**config.mk**
```make
export PLATFORM = sky130hd
export DESIGN_NAME = signed_radix_digit_emitter_top
export DESIGN_NICKNAME = d
export VERILOG_FILES = /design/src/rtl/core/srde_pkg.sv /design/src/rtl/core/signed_radix_digit_emitter_top.sv /design/src/rtl/core/srde_div.sv
export VERILOG_INCLUDE_DIRS = /design/src /design/src/rtl/core
export SDC_FILE = /design/constraint.sdc
export NUM_CORES = 1
export LEC_CHECK = 0
export BUFFER_PORTS_ARGS = -buffer_cell sky130_fd_sc_hd__buf_2
export CORE_MARGIN = 2
export CORE_UTILIZATION = 36
export DETAILED_ROUTE_END_ITERATION = 16
export SYNTH_ARGS = -nofsm -noshare
export SYNTH_HDL_FRONTEND = slang
export SYNTH_SLANG_ARGS = --single-unit
```
**constraint.sdc**
```tcl
create_clock -name clock -period 6.75 [get_ports clock]
set_input_delay 1.35 -clock clock [delete_from_list [all_inputs] [get_ports clock]]
set_output_delay 1.35 -clock clock [all_outputs]
set_load 0.02 [all_outputs]
```
**src/rtl/core/signed_radix_digit_emitter_top_defines.svh**
```systemverilog
// Assertion macros for the radix digit emitter.
`ifndef SIGNED_RADIX_DIGIT_EMITTER_TOP_DEFINES_SVH
`define SIGNED_RADIX_DIGIT_EMITTER_TOP_DEFINES_SVH

// Same-cycle implication, disabled in reset.
`define SRDE_ASSERT_IMP(lbl, clk, rst, ante, cons) \
   lbl: assert property (@(posedge clk) disable iff (rst) (ante) |-> (cons)) \
      else $error("%m: implication check failed");

// Next-cycle implication, disabled in reset.
`define SRDE_ASSERT_NXT(lbl, clk, rst, ante, cons) \
   lbl: assert property (@(posedge clk) disable iff (rst) (ante) |=> (cons)) \
      else $error("%m: next-cycle check failed");

`endif

```
**src/rtl/core/srde_pkg.sv**
```systemverilog
// Shared types, constants and helpers for the radix digit emitter.
`default_nettype none
package srde_pkg;

   localparam int VALUE_W     = 32;
   localparam int ALPHA_SLOTS = 16;
   localparam int CHAR_W      = 8;
   localparam int DIGIT_W     = 4;
   localparam int MAX_DIGITS  = 32;
   localparam int ND_W        = 6;

   localparam logic [CHAR_W-1:0] CH_MINUS = 8'h2D;
   localparam logic [CHAR_W-1:0] CH_PLUS  = 8'h2B;

   typedef enum logic [2:0] {
      S_IDLE,
      S_CHECK,
      S_DIV_GO,
      S_DIV_WAIT,
      S_SIGN,
      S_EMIT
   } state_type;

   typedef logic [DIGIT_W-1:0] digit_type;

   // Character k of the 16-slot alphabet {high word, low word}.
   function automatic logic [CHAR_W-1:0] alpha_char(
      input logic [ALPHA_SLOTS*CHAR_W-1:0] alpha,
      input logic [3:0]                    k
   );
      return alpha[{k, 3'b000} +: CHAR_W];
   endfunction

endpackage
`default_nettype wire

```
**src/rtl/core/signed_radix_digit_emitter_top.sv**
```systemverilog
// Top level: signed integer to radix string over a configured digit alphabet.
//
// Pulse start while busy is low to hand in req_value. The block first scans the alphabet one
// character per cycle; an invalid alphabet ends the word with no output. Each digit then
// takes 32 steps in the bit-serial divider, and the characters stream out one per cycle:
// '-' for a negative value, then the digits most significant first, rsp_last on the final
// one. rsp_valid strobes each character for one cycle; the receiver cannot stall, so it must
// take every character as it comes. Both alphabet registers reset to zero, which is an
// invalid alphabet.
`default_nettype none
`include "signed_radix_digit_emitter_top_defines.svh"
module signed_radix_digit_emitter_top #(
   parameter int MAX_RADIX = 16
) (
   input  wire logic                                       clock,
   input  wire logic                                       reset,
   input  wire logic                                       start,
   output logic                                            busy,
   input  wire logic signed [srde_pkg::VALUE_W-1:0]        req_value,
   output logic                                            rsp_valid,
   output logic             [srde_pkg::CHAR_W-1:0]         rsp_ch,
   output logic                                            rsp_last,
   input  wire logic                                       csr_we,
   input  wire logic                                       csr_index,
   input  wire logic        [63:0]                         csr_wdata
);

   localparam int LIMIT = (MAX_RADIX < srde_pkg::ALPHA_SLOTS) ? MAX_RADIX
                                                              : srde_pkg::ALPHA_SLOTS;
   localparam int RDW   = $clog2(LIMIT + 1);
   localparam int ND_W  = srde_pkg::ND_W;
   localparam int ND    = srde_pkg::MAX_DIGITS;

   srde_pkg::state_type             state_ff, state_in;
   logic [63:0]                     alpha_lo_ff, alpha_hi_ff;
   logic [RDW-1:0]                  idx_ff,   idx_in;
   logic [RDW-1:0]                  radix_ff, radix_in;
   logic                            neg_ff,   neg_in;
   logic [srde_pkg::VALUE_W-1:0]    mag_ff,   mag_in;
   logic [ND_W-1:0]                 nd_ff,    nd_in;
   srde_pkg::digit_type             stack_ff [ND];
   srde_pkg::digit_type             stack_in [ND];

   logic [srde_pkg::ALPHA_SLOTS*srde_pkg::CHAR_W-1:0] alpha;
   logic [srde_pkg::CHAR_W-1:0]     cur_char;
   logic                            at_end;
   logic                            bad_char;
   logic                            accept;
   logic                            div_go;
   logic                            div_done;
   logic [srde_pkg::VALUE_W-1:0]    div_quo;
   srde_pkg::digit_type             div_rem;

   assign alpha    = {alpha_hi_ff, alpha_lo_ff};
   assign accept   = start && (state_ff == srde_pkg::S_IDLE);
   assign cur_char = srde_pkg::alpha_char(alpha, 4'(idx_ff));
   assign at_end   = (idx_ff == RDW'(LIMIT)) || (cur_char == '0);

   // sign chars, or a repeat of any earlier character
   always_comb begin
      bad_char = (cur_char == srde_pkg::CH_MINUS) || (cur_char == srde_pkg::CH_PLUS);
      for (int j = 0; j < LIMIT; j++) begin
         if ((idx_ff > RDW'(j)) && (srde_pkg::alpha_char(alpha, 4'(j)) == cur_char)) begin
            bad_char = 1'b1;
         end
      end
   end

   srde_div #(
      .RDW (RDW)
   ) u_div (
      .clock     (clock),
      .reset     (reset),
      .go        (div_go),
      .dividend  (mag_ff),
      .divisor   (radix_ff),
      .done      (div_done),
      .quotient  (div_quo),
      .remainder (div_rem)
   );

   // next state
   always_comb begin
      state_in = state_ff;
      case (state_ff)
         srde_pkg::S_IDLE: begin
            if (start) state_in = srde_pkg::S_CHECK;
         end
         srde_pkg::S_CHECK: begin
            if (at_end) begin
               state_in = (idx_ff <= RDW'(1)) ? srde_pkg::S_IDLE : srde_pkg::S_DIV_GO;
            end else if (bad_char) begin
               state_in = srde_pkg::S_IDLE;
            end
         end
         srde_pkg::S_DIV_GO: begin
            state_in = srde_pkg::S_DIV_WAIT;
         end
         srde_pkg::S_DIV_WAIT: begin
            if (div_done) begin
               if ((div_quo == '0) || (nd_ff == ND_W'(ND - 1))) begin
                  state_in = neg_ff ? srde_pkg::S_SIGN : srde_pkg::S_EMIT;
               end else begin
                  state_in = srde_pkg::S_DIV_GO;
               end
            end
         end
         srde_pkg::S_SIGN: begin
            state_in = srde_pkg::S_EMIT;
         end
         srde_pkg::S_EMIT: begin
            if (nd_ff == ND_W'(1)) state_in = srde_pkg::S_IDLE;
         end
         default: begin
            state_in = srde_pkg::S_IDLE;
         end
      endcase
   end

   // datapath
   always_comb begin
      idx_in   = idx_ff;
      radix_in = radix_ff;
      neg_in   = neg_ff;
      mag_in   = mag_ff;
      nd_in    = nd_ff;
      for (int k = 0; k < ND; k++) stack_in[k] = stack_ff[k];
      case (state_ff)
         srde_pkg::S_IDLE: begin
            if (accept) begin
               neg_in = req_value[srde_pkg::VALUE_W-1];
               mag_in = req_value[srde_pkg::VALUE_W-1] ? srde_pkg::VALUE_W'(-req_value)
                                                       : srde_pkg::VALUE_W'(req_value);
               idx_in = '0;
               nd_in  = '0;
            end
         end
         srde_pkg::S_CHECK: begin
            if (at_end) radix_in = idx_ff;
            else        idx_in   = RDW'(idx_ff + 1'b1);
         end
         srde_pkg::S_DIV_WAIT: begin
            if (div_done) begin
               stack_in[0] = div_rem;
               for (int k = 1; k < ND; k++) stack_in[k] = stack_ff[k-1];
               nd_in  = ND_W'(nd_ff + 1'b1);
               mag_in = div_quo;
            end
         end
         srde_pkg::S_EMIT: begin
            for (int k = 0; k < ND - 1; k++) stack_in[k] = stack_ff[k+1];
            stack_in[ND-1] = '0;
            nd_in = ND_W'(nd_ff - 1'b1);
         end
         default: begin
         end
      endcase
   end

   // outputs
   always_comb begin
      busy      = (state_ff != srde_pkg::S_IDLE);
      div_go    = (state_ff == srde_pkg::S_DIV_GO);
      rsp_valid = 1'b0;
      rsp_last  = 1'b0;
      rsp_ch    = srde_pkg::alpha_char(alpha, stack_ff[0]);
      case (state_ff)
         srde_pkg::S_SIGN: begin
            rsp_valid = 1'b1;
            rsp_ch    = srde_pkg::CH_MINUS;
         end
         srde_pkg::S_EMIT: begin
            rsp_valid = 1'b1;
            rsp_last  = (nd_ff == ND_W'(1));
         end
         default: begin
         end
      endcase
   end

   always_ff @(posedge clock) begin
      if (reset) begin
         state_ff    <= srde_pkg::S_IDLE;
         alpha_lo_ff <= '0;
         alpha_hi_ff <= '0;
      end else begin
         state_ff <= state_in;
         if (csr_we && !csr_index) alpha_lo_ff <= csr_wdata;
         if (csr_we &&  csr_index) alpha_hi_ff <= csr_wdata;
      end
      idx_ff   <= idx_in;
      radix_ff <= radix_in;
      neg_ff   <= neg_in;
      mag_ff   <= mag_in;
      nd_ff    <= nd_in;
      for (int k = 0; k < ND; k++) stack_ff[k] <= stack_in[k];
   end

   `SRDE_ASSERT_IMP(a_strobe_busy, clock, reset, rsp_valid, busy)
   `SRDE_ASSERT_NXT(a_last_ends, clock, reset, rsp_valid && rsp_last, !rsp_valid && !busy)
   `SRDE_ASSERT_NXT(a_accept_busy, clock, reset, start && !busy, busy)
   `SRDE_ASSERT_IMP(a_digit_cap, clock, reset, busy, nd_ff <= ND_W'(ND))
   `SRDE_ASSERT_IMP(a_emit_nonempty, clock, reset,
      state_ff == srde_pkg::S_EMIT, nd_ff != '0)

endmodule
`default_nettype wire

```
**src/rtl/core/srde_div.sv**
```systemverilog
// Bit-serial restoring divider: 32-bit word by a narrow radix, one bit per cycle.
`default_nettype none
module srde_div #(
   parameter int RDW = 5
) (
   input  wire logic                               clock,
   input  wire logic                               reset,
   input  wire logic                               go,
   input  wire logic [srde_pkg::VALUE_W-1:0]       dividend,
   input  wire logic [RDW-1:0]                     divisor,
   output logic                                    done,
   output logic      [srde_pkg::VALUE_W-1:0]       quotient,
   output logic      [srde_pkg::DIGIT_W-1:0]       remainder
);

   localparam int CNT_W = $clog2(srde_pkg::VALUE_W);

   logic                           run_ff,  run_in;
   logic                           done_ff, done_in;
   logic [CNT_W-1:0]               cnt_ff,  cnt_in;
   logic [RDW-1:0]                 rem_ff,  rem_in;
   logic [srde_pkg::VALUE_W-1:0]   quo_ff,  quo_in;

   logic [RDW:0] trial;
   logic         fits;

   always_comb begin
      trial   = {rem_ff, quo_ff[srde_pkg::VALUE_W-1]};
      fits    = trial >= {1'b0, divisor};
      run_in  = run_ff;
      done_in = 1'b0;
      cnt_in  = cnt_ff;
      rem_in  = rem_ff;
      quo_in  = quo_ff;
      if (go) begin
         run_in = 1'b1;
         cnt_in = '0;
         rem_in = '0;
         quo_in = dividend;
      end else if (run_ff) begin
         rem_in = fits ? RDW'(trial - {1'b0, divisor}) : RDW'(trial);
         quo_in = {quo_ff[srde_pkg::VALUE_W-2:0], fits};
         cnt_in = CNT_W'(cnt_ff + 1'b1);
         if (cnt_ff == CNT_W'(srde_pkg::VALUE_W - 1)) begin
            run_in  = 1'b0;
            done_in = 1'b1;
         end
      end
   end

   always_ff @(posedge clock) begin
      if (reset) begin
         run_ff  <= 1'b0;
         done_ff <= 1'b0;
      end else begin
         run_ff  <= run_in;
         done_ff <= done_in;
      end
      cnt_ff <= cnt_in;
      rem_ff <= rem_in;
      quo_ff <= quo_in;
   end

   assign done      = done_ff;
   assign quotient  = quo_ff;
   assign remainder = srde_pkg::DIGIT_W'(rem_ff);

endmodule
`default_nettype wire
```
Yosys cells after proc, flatten, opt, wreduce, memory -nomap -nowiden
Memory sizes are Yosys's and may differ from the RTL's.
Index checks and enable logic that the tools add are counted.

operators by class
  $lt $le $gt $ge = 18
  reductions and logical operators = 39
  equal/unequal tests = 33
  add/sub/neg operators = 6
  shift operators = 2
  multiplexer cells = 47
  bitwise gates (word level) = 1

operators with widths
  cell                 count
  $pmux 128 s2         1
  $shiftx 128x8->8     2
  $mux 32              5
  $eq 8x8->1           16
  $mux 128             1
  $pmux 32 s2          1
  $gt 5x4->1 const B   8
  $logic_not 32->1     1
  $neg 32->32          1
  $mux 1               23
  $gt 5x3->1 const B   4
  $logic_and 1x1->1    19
  $mux 3               6
  $pmux 3 s6           1
  $pmux 6 s3           1
  $eq 8x6->1 const B   2
  $mux 5               3
  $mux 6               2
  $add 5x1->5 const B  2
  $eq 5x5->1 const B   2
  $gt 5x1->1 const B   2
  $gt 5x2->1 const B   2
  $pmux 5 s2           1
  $reduce_and 3->1     3
  26 further kinds     37

storage, ports and cells
  bits of input ports = 101
  output and inout bits = 11
  memories kept = 1
  memory bits (writable) = 128
  word-level logic and storage cells = 160
  register bits after elaboration = 224

memories
  memory    words  width  rd ports  clocked after memory_dff  write ports  line                                  source
  stack_ff  32     4      32        0                         32           signed_radix_digit_emitter_top.sv:41  srde_pkg::digit_type stack_ff [ND];

Longest topological paths before layout
Gate-level depths: netlist of the first run.

  depth in word-level cells = 22
  depth in mapped cells = 15
  gate-level depth less buffers = 12

Cells and area by module
Synthesis of the first run repeated with hierarchy kept, for this count alone.

unflattened totals
  cells, all modules = 2,039
  area, all modules = 19,304.8 um^2

by module, submodules not included
  module                          sequential area each (um^2)  cells an instance  area each (um^2)  instances
  signed_radix_digit_emitter_top  7,937.6                      1,882              17,175.2          1
  srde_div                        1,201.2                      157                2,129.5           1

Worst setup path before layout of the first run
OpenSTA, ideal clock, no wires.

  path type = register to register
  start = reg state_ff[2]
  end = reg nd_ff[0], enable pin
  data required time = 6.435 ns
  period minus slack after synthesis = 4.774 ns
  stages on the path, launching flop included = 6
  path buffers = 2
  setup time = 0.315 ns
  arrival time = 4.459 ns
  slack = 1.976 ns
  cell sequence = dfxtp_1 > clkbuf_1 > nor2b_1 > clkbuf_1 > o21a_1 > or2_2

between the ends
  cells in the longest elaborated chain, start to end = 4
  elaborated cells on any way between the ends = 8
  those cells by class = eq/ne (4); reduce/logical (4)

RTL lines
  what                                 line                                                                         source
  start, declared                      signed_radix_digit_emitter_top.sv:34                                         srde_pkg::state_type state_ff, state_in;
  start signal, assigned               signed_radix_digit_emitter_top.sv:183                                        state_ff <= srde_pkg::S_IDLE;
  start signal, assigned               signed_radix_digit_emitter_top.sv:187                                        state_ff <= state_in;
  $logic_not 3->1                      signed_radix_digit_emitter_top.sv:55, signed_radix_digit_emitter_top.sv:128
  $logic_and 1x1->1                    signed_radix_digit_emitter_top.sv:55                                         assign accept = start && (state_ff == srde_pkg::S_IDLE);
  $ne 2x2->1 (no source line)          -
  $reduce_and 3->1 (no source line) *  -
  end signal, assigned                 signed_radix_digit_emitter_top.sv:195                                        nd_ff <= nd_in;
  end, declared                        signed_radix_digit_emitter_top.sv:40                                         logic [ND_W-1:0] nd_ff, nd_in;

Every way passes the cells marked *; elsewhere a longest branch is shown, timed or not.
A chain may end at the register's enable or synchronous reset.

Final worst setup path of the first run
  start = reg idx_ff[1]
  end = reg state_ff[0]

between the ends
  cells in the longest elaborated chain, start to end = 21
  elaborated cells on any way between the ends = 75
  those cells by class = order compare (16); eq/ne (20); shift (1); mux (18); reduce/logical (20)

RTL lines
  what                                                          line                                                                        source
  start, declared                                               signed_radix_digit_emitter_top.sv:36                                        logic [RDW-1:0] idx_ff, idx_in;
  start signal, assigned                                        signed_radix_digit_emitter_top.sv:191                                       idx_ff <= idx_in;
  $shiftx 128x8->8                                              srde_pkg.sv:31                                                              return alpha[{k, 3'b000} +: CHAR_W];
  $eq 8x6->1 / $eq 8x8->1 (equally long branches)               signed_radix_digit_emitter_top.sv:61, signed_radix_digit_emitter_top.sv:63
  $logic_or 1x1->1 / $logic_and 1x1->1 (equally long branches)  signed_radix_digit_emitter_top.sv:61, signed_radix_digit_emitter_top.sv:63
  $mux 1 (16 in a row)                                          signed_radix_digit_emitter_top.sv:63                                        if ((idx_ff > RDW'(j)) && (srde_pkg::alpha_char(alpha, 4'(j)) == cur_char)) begin
  $ne 3x3->1 (no source line)                                   -
  $reduce_and 4->1 (no source line)                             -

Several ways; a longest one is shown, not always the timed one.

==> results of run 1 <==
[cells in the final DEF, fill, tap and decap left out, types with 19 or more instances in the layout]
cell,Yosys,layout
mux2i_1,19,19
mux2_2,39,39
dfxtp_1,143,143
edfxtp_1,209,209
o21ai_0,69,67
inv_1,22,22
buf_4,3,25
nand3_1,20,20
nor2_1,40,40
a21oi_1,143,143
nand2_1,699,697
mux4_2,66,66
xnor2_1,84,84
xor2_1,73,73
buf_2,12,110
clkbuf_16,0,42
[critical path, delay by kind of cell, from the launching register on]
kind | cells | cell delay, ns
AOI/OAI and AO/OA | 2 | 0.65
buffers and inverters | 2 | 0.62
DFF | 1 | 1.08
muxes | 2 | 0.89
and+or+nand+nor | 5 | 1.47
[synth_stat cells, types with 5 or more instances]
library cell  instances  area [sq um]
and2_1                8          50.1
o22a_1                7          61.3
nand4_1              17           106
nand2b_1             12          75.1
clkbuf_1             89           334
and3_1                5          31.3
or2_2                12          75.1
edfxtp_1            209          6280
xnor2_1              84           736
nor2_1               40           150
ha_1                 16           200
buf_1                25          93.8
nand3_1              20           100
xor2_1               73           639
o31ai_1              10          75.1
a2111oi_0             5          43.8
a21oi_1             143           716
o21ai_0              69           345
nor2b_1              11          68.8
mux2_2               39           439
buf_2                12          60.1
mux4_2               66          1490
dfxtp_1             143          2860
a211oi_1              5          37.5
nor4_1               18           113
or4_1                10          75.1
o22ai_1               7          43.8
inv_1                22          82.6
nand2_1             699          2620
mux2i_1              19           190
nor3_1               18          90.1
[logic make-up after synthesis]
| kind of cell | Yosys count | share of synthesized area [%] |
|---|---|---|
| adders and majority gates | 17 | 1.17 |
| muxes | 126 | 11.4 |
| and+or+nand+nor | 885 | 19.5 |
| AOI/OAI and AO/OA | 283 | 8.72 |
| buffers and inverters | 158 | 3.53 |
| DFF | 352 | 48.4 |
| xor gates and xnor gates | 157 | 7.28 |
[sequential cells by signal, indices dropped and copies added (netlist names)]
name            count
stack_ff          128
alpha_hi_ff        64
alpha_lo_ff        64
mag_ff             32
u_div.quotient     32
nd_ff               6
idx_ff              5
radix_ff            5
u_div.cnt_ff        5
u_div.rem_ff        5
state_ff            3
neg_ff              1
u_div.done          1
u_div.run_ff        1
[power by group through the flow]
stage / sequential, mW / clock [mW] / combinational [mW]
2_1_floorplan: 2.57 / 0 / 1.41
3_3_place_gp: 2.64 / 0 / 1.84
3_5_place_dp: 2.65 / 0 / 1.84
4_1_cts: 2.60 / 2.32 / 1.85
5_1_grt: 2.63 / 2.40 / 2.03
6_report: 2.61 / 2.26 / 1.87
[worst max path at each step]
stage / to
2_1_floorplan: nd_ff[0]$_DFFE_PP_
3_3_place_gp: state_ff[0]$_SDFFE_PP0P_
3_5_place_dp: state_ff[0]$_SDFFE_PP0P_
4_1_cts: state_ff[0]$_SDFFE_PP0P_
5_1_grt: state_ff[0]$_SDFFE_PP0P_
6_report: state_ff[0]$_SDFFE_PP0P_
[final cells by class]
type,count,area [sq um]
inverter,24,90.1
timing repair buffer,135,738
clock inverter,18,238
multi-input combinational,1468,9120
tap,680,851
fill,5023,30300
sequential,352,9140
clock buffer,57,1140
[metal layers]
layer	global-route usage, %	vias to the layer above	share of wire (%)
li1	-	6941	-
met1	27.0	7102	46
met2	29.8	420	45
met3	3.44	97	5.6
met4	7.13	0	3.3
met5	0	-	0
==> summary.md, run 1 <==
| Metric | Value |
|---|---|
| Status | `complete, no violations` |
| Synth Net Count | `2096` |
| Clk Latency, worst-skew pair | `slightly below 0.6 ns` |
| Setup Buffers After CTS | `0` |
| Clock sinks | `352` |
| Async S/R FF share, synth | `0%` |
| Vias in the first global route | `~14000` |
| Drt pass-1 iters | `5` |
| Reg-to-reg slack, setup | `1.96 ns` |
| Clock power frac | `around a third` |
| Slew margin rel. | `between 10% and 20%` |
| Die area | `roughly 0.054 sq mm` |
| First-pass GRT wire length | `81.7 mm` |
| CTS tree | `built` |
| Critical Path Start Type | `flip-flop` |
| GRT Total Usage | `19.3%` |
| P_sw | `2.22 mW` |
| Syn avg cell area | `around 9.5 sq um` |
| Post-synth EDFFs | `209` |
| Combinational power share | `around 28%` |
| CTS root buf | `clkbuf_16` |
| Vias per inst | `~5.3` |
| Dpl ws | `2.08 ns` |
| Power Total | `between 6 and 7 mW` |
| WL per Instance | `19.1 um` |
| RSZ-0062 raised after global routing | `false` |
| Grt ovf | `0` |
| Worst hold path depth | `2` |
| Seq pwr share | `between 30% and 40%` |
| Min setup slack post-route | `1.96 ns` |
| Worst R2R End | `state_ff[0]$_SDFFE_PP0P_` |
| Final Cycle Share | `71.0%` |
| Inserted Diodes | `0` |
| Post-cts hold buffer count | `0` |
| Longest Clk Path Bufs | `3` |
| CTS Buf Count | `42` |
| Initial DRC count | `roughly 1200` |
| Die extent in x | `between 200 and 250 um` |
| CP endpoint kind | `flip-flop` |
| Area Growth Syn to Fin | `12.9%` |
| Synthesized area | `between 0.015 and 0.02 sq mm` |
| Share of the yosys chip area belonging to registers | `just under 50%` |
| WL final | `around 52 mm` |
| Maximum clock frequency | `roughly 0.21 GHz` |
| Max-cap violation count | `0` |
| P_leak | `~7.9 nW` |
| Routability cong. | `around 0.93` |
| Die Ht | `around 230 um` |
| Yosys warns | `0` |
| Initial Util | `between 30% and 40%` |
| Placed insts | `between 2000 and 3000` |
| DRC violations left | `0` |
| Via count | `around 15000` |
| Hold_ws | `roughly 0.47 ns` |
| # IOs | `between 100 and 150` |
| Hold Violations, Final | `0` |
| Reg-to-reg critical path startpoint | `idx_ff[1]$_SDFFCE_PN0P_` |
| Buffers added on ports | `between 100 and 150` |
| Core Area | `0.0516 sq mm` |
| Fin cells | `~2700` |
| Cell internal pwr | `about 4.5 mW` |
| CP max-delay cell | `edfxtp_1` |
| DP Area | `around 0.02 sq mm` |
| Largest net degree at the start of global routing | `between 100 and 150` |
| Reg2reg path depth | `11` |
| Synthesized flop and latch total | `roughly 350` |
| P per Cell Area | `316 mW/mm^2` |
| H-tree Lvls | `2` |
| Critical path peak fanout | `25` |
| Launch point of the worst path | `idx_ff[1]$_SDFFCE_PN0P_` |
| Post-Syn Instances | `1978` |
| Layout cells sized above 1 | `between 15 and 20%` |
| Worst Max-Slew Pin Slew | `around 1.2 ns` |
| Std-Cell Rows | `83` |
| Clk slew on worst S/H paths | `approximately 0.06 ns` |
| Worst Skew | `around 0.027 ns` |
| Final #Nets | `2141` |
| Post_cts resized | `0` |
| Detail Route Antenna Nets | `0` |
| Final setup TNS | `0 ns` |
| Max Slew Vio Count | `0` |
| Cells along the critical path | `inv_1, mux4_2, mux2i_4, buf_4, nor2_1, nor4b_1, a32oi_1, nand2b_1, or4_1, or4_1, a311oi_2` |
| Final Setup Violations | `0` |
| CP required | `a little over 7 ns` |
| Distinct cell type count after synthesis | `67` |
| Final Core Density | `around two fifths` |
| HP Start | `u_div.rem_ff[4]$_SDFFE_PP0P_` |
| WP data arrival | `approximately 5.3 ns` |
| Final instance area | `0.0213 sq mm` |
| DPL Wire Length | `between 30 and 40 mm` |
| Initial antenna violation count | `0` |
| Hold Path Sink | `u_div.rem_ff[4]$_SDFFE_PP0P_` |
| Top FF cell, synth | `edfxtp_1` |
| Type of the most critical hold path | `reg -> reg` |
| Fin crit period | `roughly 4.8 ns` |
| Crit path kind | `reg -> reg` |
| Net Sw Frac | `between 30% and 40%` |
| Worst VDD drop | `176 uV` |
| CP max stage delay | `between 1 and 1.5 ns` |
| Critical path's most frequent cell | `or4_1` |
(Power assumes the default switching activity.)
==> inputs of run 2 (changes only) <==
==> constraint.sdc (replaced) <==
create_clock -name clock -period 4.2 [get_ports clock]
set_input_delay 0.84 -clock clock [delete_from_list [all_inputs] [get_ports clock]]
set_output_delay 0.84 -clock clock [all_outputs]
set_load 0.02 [all_outputs]
==> run 2 against run 1 <==
Net effect:
- clock power grew 55%
- worst setup slack worse by 1.8 ns
- via count is 1.4% higher
- design area increased by 1.3%
- final cell count grew 1.1%
- die area unchanged
- global-route usage is 0.42 points lower
- sequential share of layout area down 0.55 points
- first-iteration DRC count is 11% higher
- largest cell class unchanged
- largest power group unchanged
- highest routed layer unchanged
==> summary.md, run 2 (synthesized netlist as in run 1, its figures left out) <==
| Metric | Value |
|---|---|
| Status | `complete, no violations` |
| Largest net degree at the start of global routing | `89` |
| Die area | `0.0543 sq mm` |
| Fin crit period | `roughly 4 ns` |
| Initial DRC count | `approximately 1300` |
| # IOs | `roughly 110` |
| Buffers added on ports | `~110` |
| Critical path's most frequent cell | `or4_1` |
| P per Cell Area | `between 400 and 500 mW/mm^2` |
| Final Core Density | `between 40% and 50%` |
| Final setup TNS | `0 ns` |
| Final Cycle Share | `between 90 and 100%` |
| GRT Total Usage | `between 10% and 20%` |
| Worst Skew | `~0.034 ns` |
| Worst VDD drop | `314 uV` |
| Critical path peak fanout | `30` |
| Hold Violations, Final | `0` |
| Worst hold path depth | `2` |
| Initial Util | `36.6%` |
| Clk slew on worst S/H paths | `about 0.06 ns` |
| Fillers | `approximately 5000` |
| Worst Max-Slew Pin Slew | `1.07 ns` |
| Vias per inst | `around 5.3` |
| RSZ-0062 raised after global routing | `false` |
| Final Setup Violations | `0` |
| Fin cells | `between 2000 and 3000` |
| Setup Buffers After CTS | `0` |
| CP required | `between 4 and 5 ns` |
| Longest Clk Path Bufs | `3` |
| Area Growth Syn to Fin | `14.4%` |
| CTS Buf Count | `39` |
| Via count | `around 15000` |
| WL per Instance | `18.7 um` |
| Max Slew Vio Count | `0` |
| Die Ht | `233 um` |
| Crit path kind | `reg -> reg` |
| DRC violations left | `0` |
| Critical Path Start Type | `flip-flop` |
| WL final | `roughly 52 mm` |
| CTS tree | `built` |
| Reg-to-reg critical path startpoint | `idx_ff[0]$_SDFFCE_PN0P_` |
| HP Start | `u_div.rem_ff[4]$_SDFFE_PP0P_` |
| Detail Route Antenna Nets | `0` |
| Commonest non-fill, non-tap cell in the layout | `nand2_1` |
| Max-cap violation count | `0` |
| Die extent in x | `233 um` |
| CP max-delay cell | `or4_1` |
| Post_cts resized | `0` |
| Hold_ws | `0.482 ns` |
| Std-Cell Rows | `a little over 80` |
| DPL Wire Length | `around 37 mm` |
| Vias in the first global route | `13900` |
| Largest Register | `stack_ff` |
| Reg-to-reg slack, setup | `roughly 0.17 ns` |
| Core Area | `roughly 0.052 sq mm` |
| CP endpoint kind | `flip-flop` |
| Max FFs per register | `between 100 and 150` |
| Placed insts | `2697` |
| Worst R2R End | `state_ff[0]$_SDFFE_PP0P_` |
| Initial antenna violation count | `0` |
| Grt ovf | `0` |
| Power Total | `between 10 and 15 mW` |
| Type of the most critical hold path | `reg -> reg` |
| H-tree Lvls | `2` |
| Hold Path Sink | `u_div.rem_ff[4]$_SDFFE_PP0P_` |
| WP data arrival | `~4.5 ns` |
| CTS root buf | `clkbuf_16` |
| P_leak | `8.09 nW` |
| Top Registers | `stack_ff (128), alpha_hi_ff (64), alpha_lo_ff (64)` |
| Slew margin rel. | `28.4%` |
| CP max stage delay | `a little under 0.6 ns` |
| Reg2reg path depth | `12` |
| Maximum clock frequency | `between 0.2 and 0.25 GHz` |
| Most frequent cells in the layout | `697 x nand2_1, 209 x edfxtp_1, 143 x a21oi_1, 143 x dfxtp_1, 110 x buf_2` |
| Layout cells sized above 1 | `about 18%` |
| Drt pass-1 iters | `7` |
| First-pass GRT wire length | `~80 mm` |
| Cells along the critical path | `buf_12, buf_4, mux4_2, a21oi_1, o2bb2ai_4, xor2_1, nand2_1, nor4_1, a2111o_1, or4_1, or4_1, a311oi_2` |
| Final #Nets | `~2200` |
| Clock sinks | `about 350` |
| Clk Latency, worst-skew pair | `around 0.57 ns` |
| Routability cong. | `approximately 0.93` |
| Post-cts hold buffer count | `0` |
[run 2: cell count changes in the layout (fill, tap and decap cells not counted), sizes merged, moves of 2 or more]
cell	before	now
clkinvlp	1	3
clkbuf	57	49
bufinv	3	5
inv	26	23
buf	135	173
[run 2: where the power goes]
group / switching (mW) / internal [mW] / total [mW]
sequential: 0.250 / 3.93 / 4.18
combinational: 1.78 / 1.34 / 3.11
clock: 1.42 / 2.08 / 3.50
total: 3.45 / 7.34 / 10.8
[run 2: routing by layer]
metal | routed length, um | share of wire [%] | track usage (%)
met1 | 23000 | 45 | 26.5
met2 | 23300 | 45 | 29.4
met3 | 3780 | 7.3 | 3.19
met4 | 1620 | 3.1 | 6.59
met5 | 0 | 0 | 0
[run 2: area by class of cell]
| type | count | area [sq um] | area share (%) |
|---|---|---|---|
| well taps | 680 | 851 | 3.94 |
| diodes | 1 | 2.50 | 0.0116 |
| clock buffers | 49 | 1040 | 4.83 |
| repair buffers | 173 | 1080 | 4.99 |
| clock inverters | 18 | 253 | 1.17 |
| flip-flops and latches | 352 | 9140 | 42.3 |
| multi-input cells | 1468 | 9130 | 42.3 |
| inverters | 24 | 90.1 | 0.417 |
[run 2: worst max-delay path: cells and delay by family (launching register included)]
kind / cells / cell delay (ns)
AND/OR/NAND/NOR: 4 / 1.12
AO/OA/AOI/OAI: 4 / 1.26
buffers and inverters: 2 / 0.48
XOR/XNOR: 1 / 0.13
flip-flops: 1 / 0.38
multiplexers: 1 / 0.51
[run 2: worst max-delay path by stage]
stage / start / to / slack (ns) / cells after the start
5_1_grt: idx_ff[0]$_SDFFCE_PN0P_ / state_ff[0]$_SDFFE_PP0P_ / 0.004 / 12
4_1_cts: idx_ff[0]$_SDFFCE_PN0P_ / state_ff[0]$_SDFFE_PP0P_ / 0.12 / 12
3_5_place_dp: idx_ff[0]$_SDFFCE_PN0P_ / state_ff[0]$_SDFFE_PP0P_ / 0.16 / 12
2_1_floorplan: idx_ff[0]$_SDFFCE_PN0P_ / state_ff[0]$_SDFFE_PP0P_ / 0.29 / 13
6_report: idx_ff[0]$_SDFFCE_PN0P_ / state_ff[0]$_SDFFE_PP0P_ / 0.17 / 12
3_3_place_gp: idx_ff[0]$_SDFFCE_PN0P_ / state_ff[0]$_SDFFE_PP0P_ / 0.24 / 12
[run 2: metrics by stage]
stage / setup slack (ns) / instance area [sq um]
finish: 0.170 / 21600
global route: 0.00432 / 21600
CTS: 0.123 / 21600
detailed placement: 0.161 / 20300
global placement: 0.242 / 20300
floorplan: 0.294 / 18900
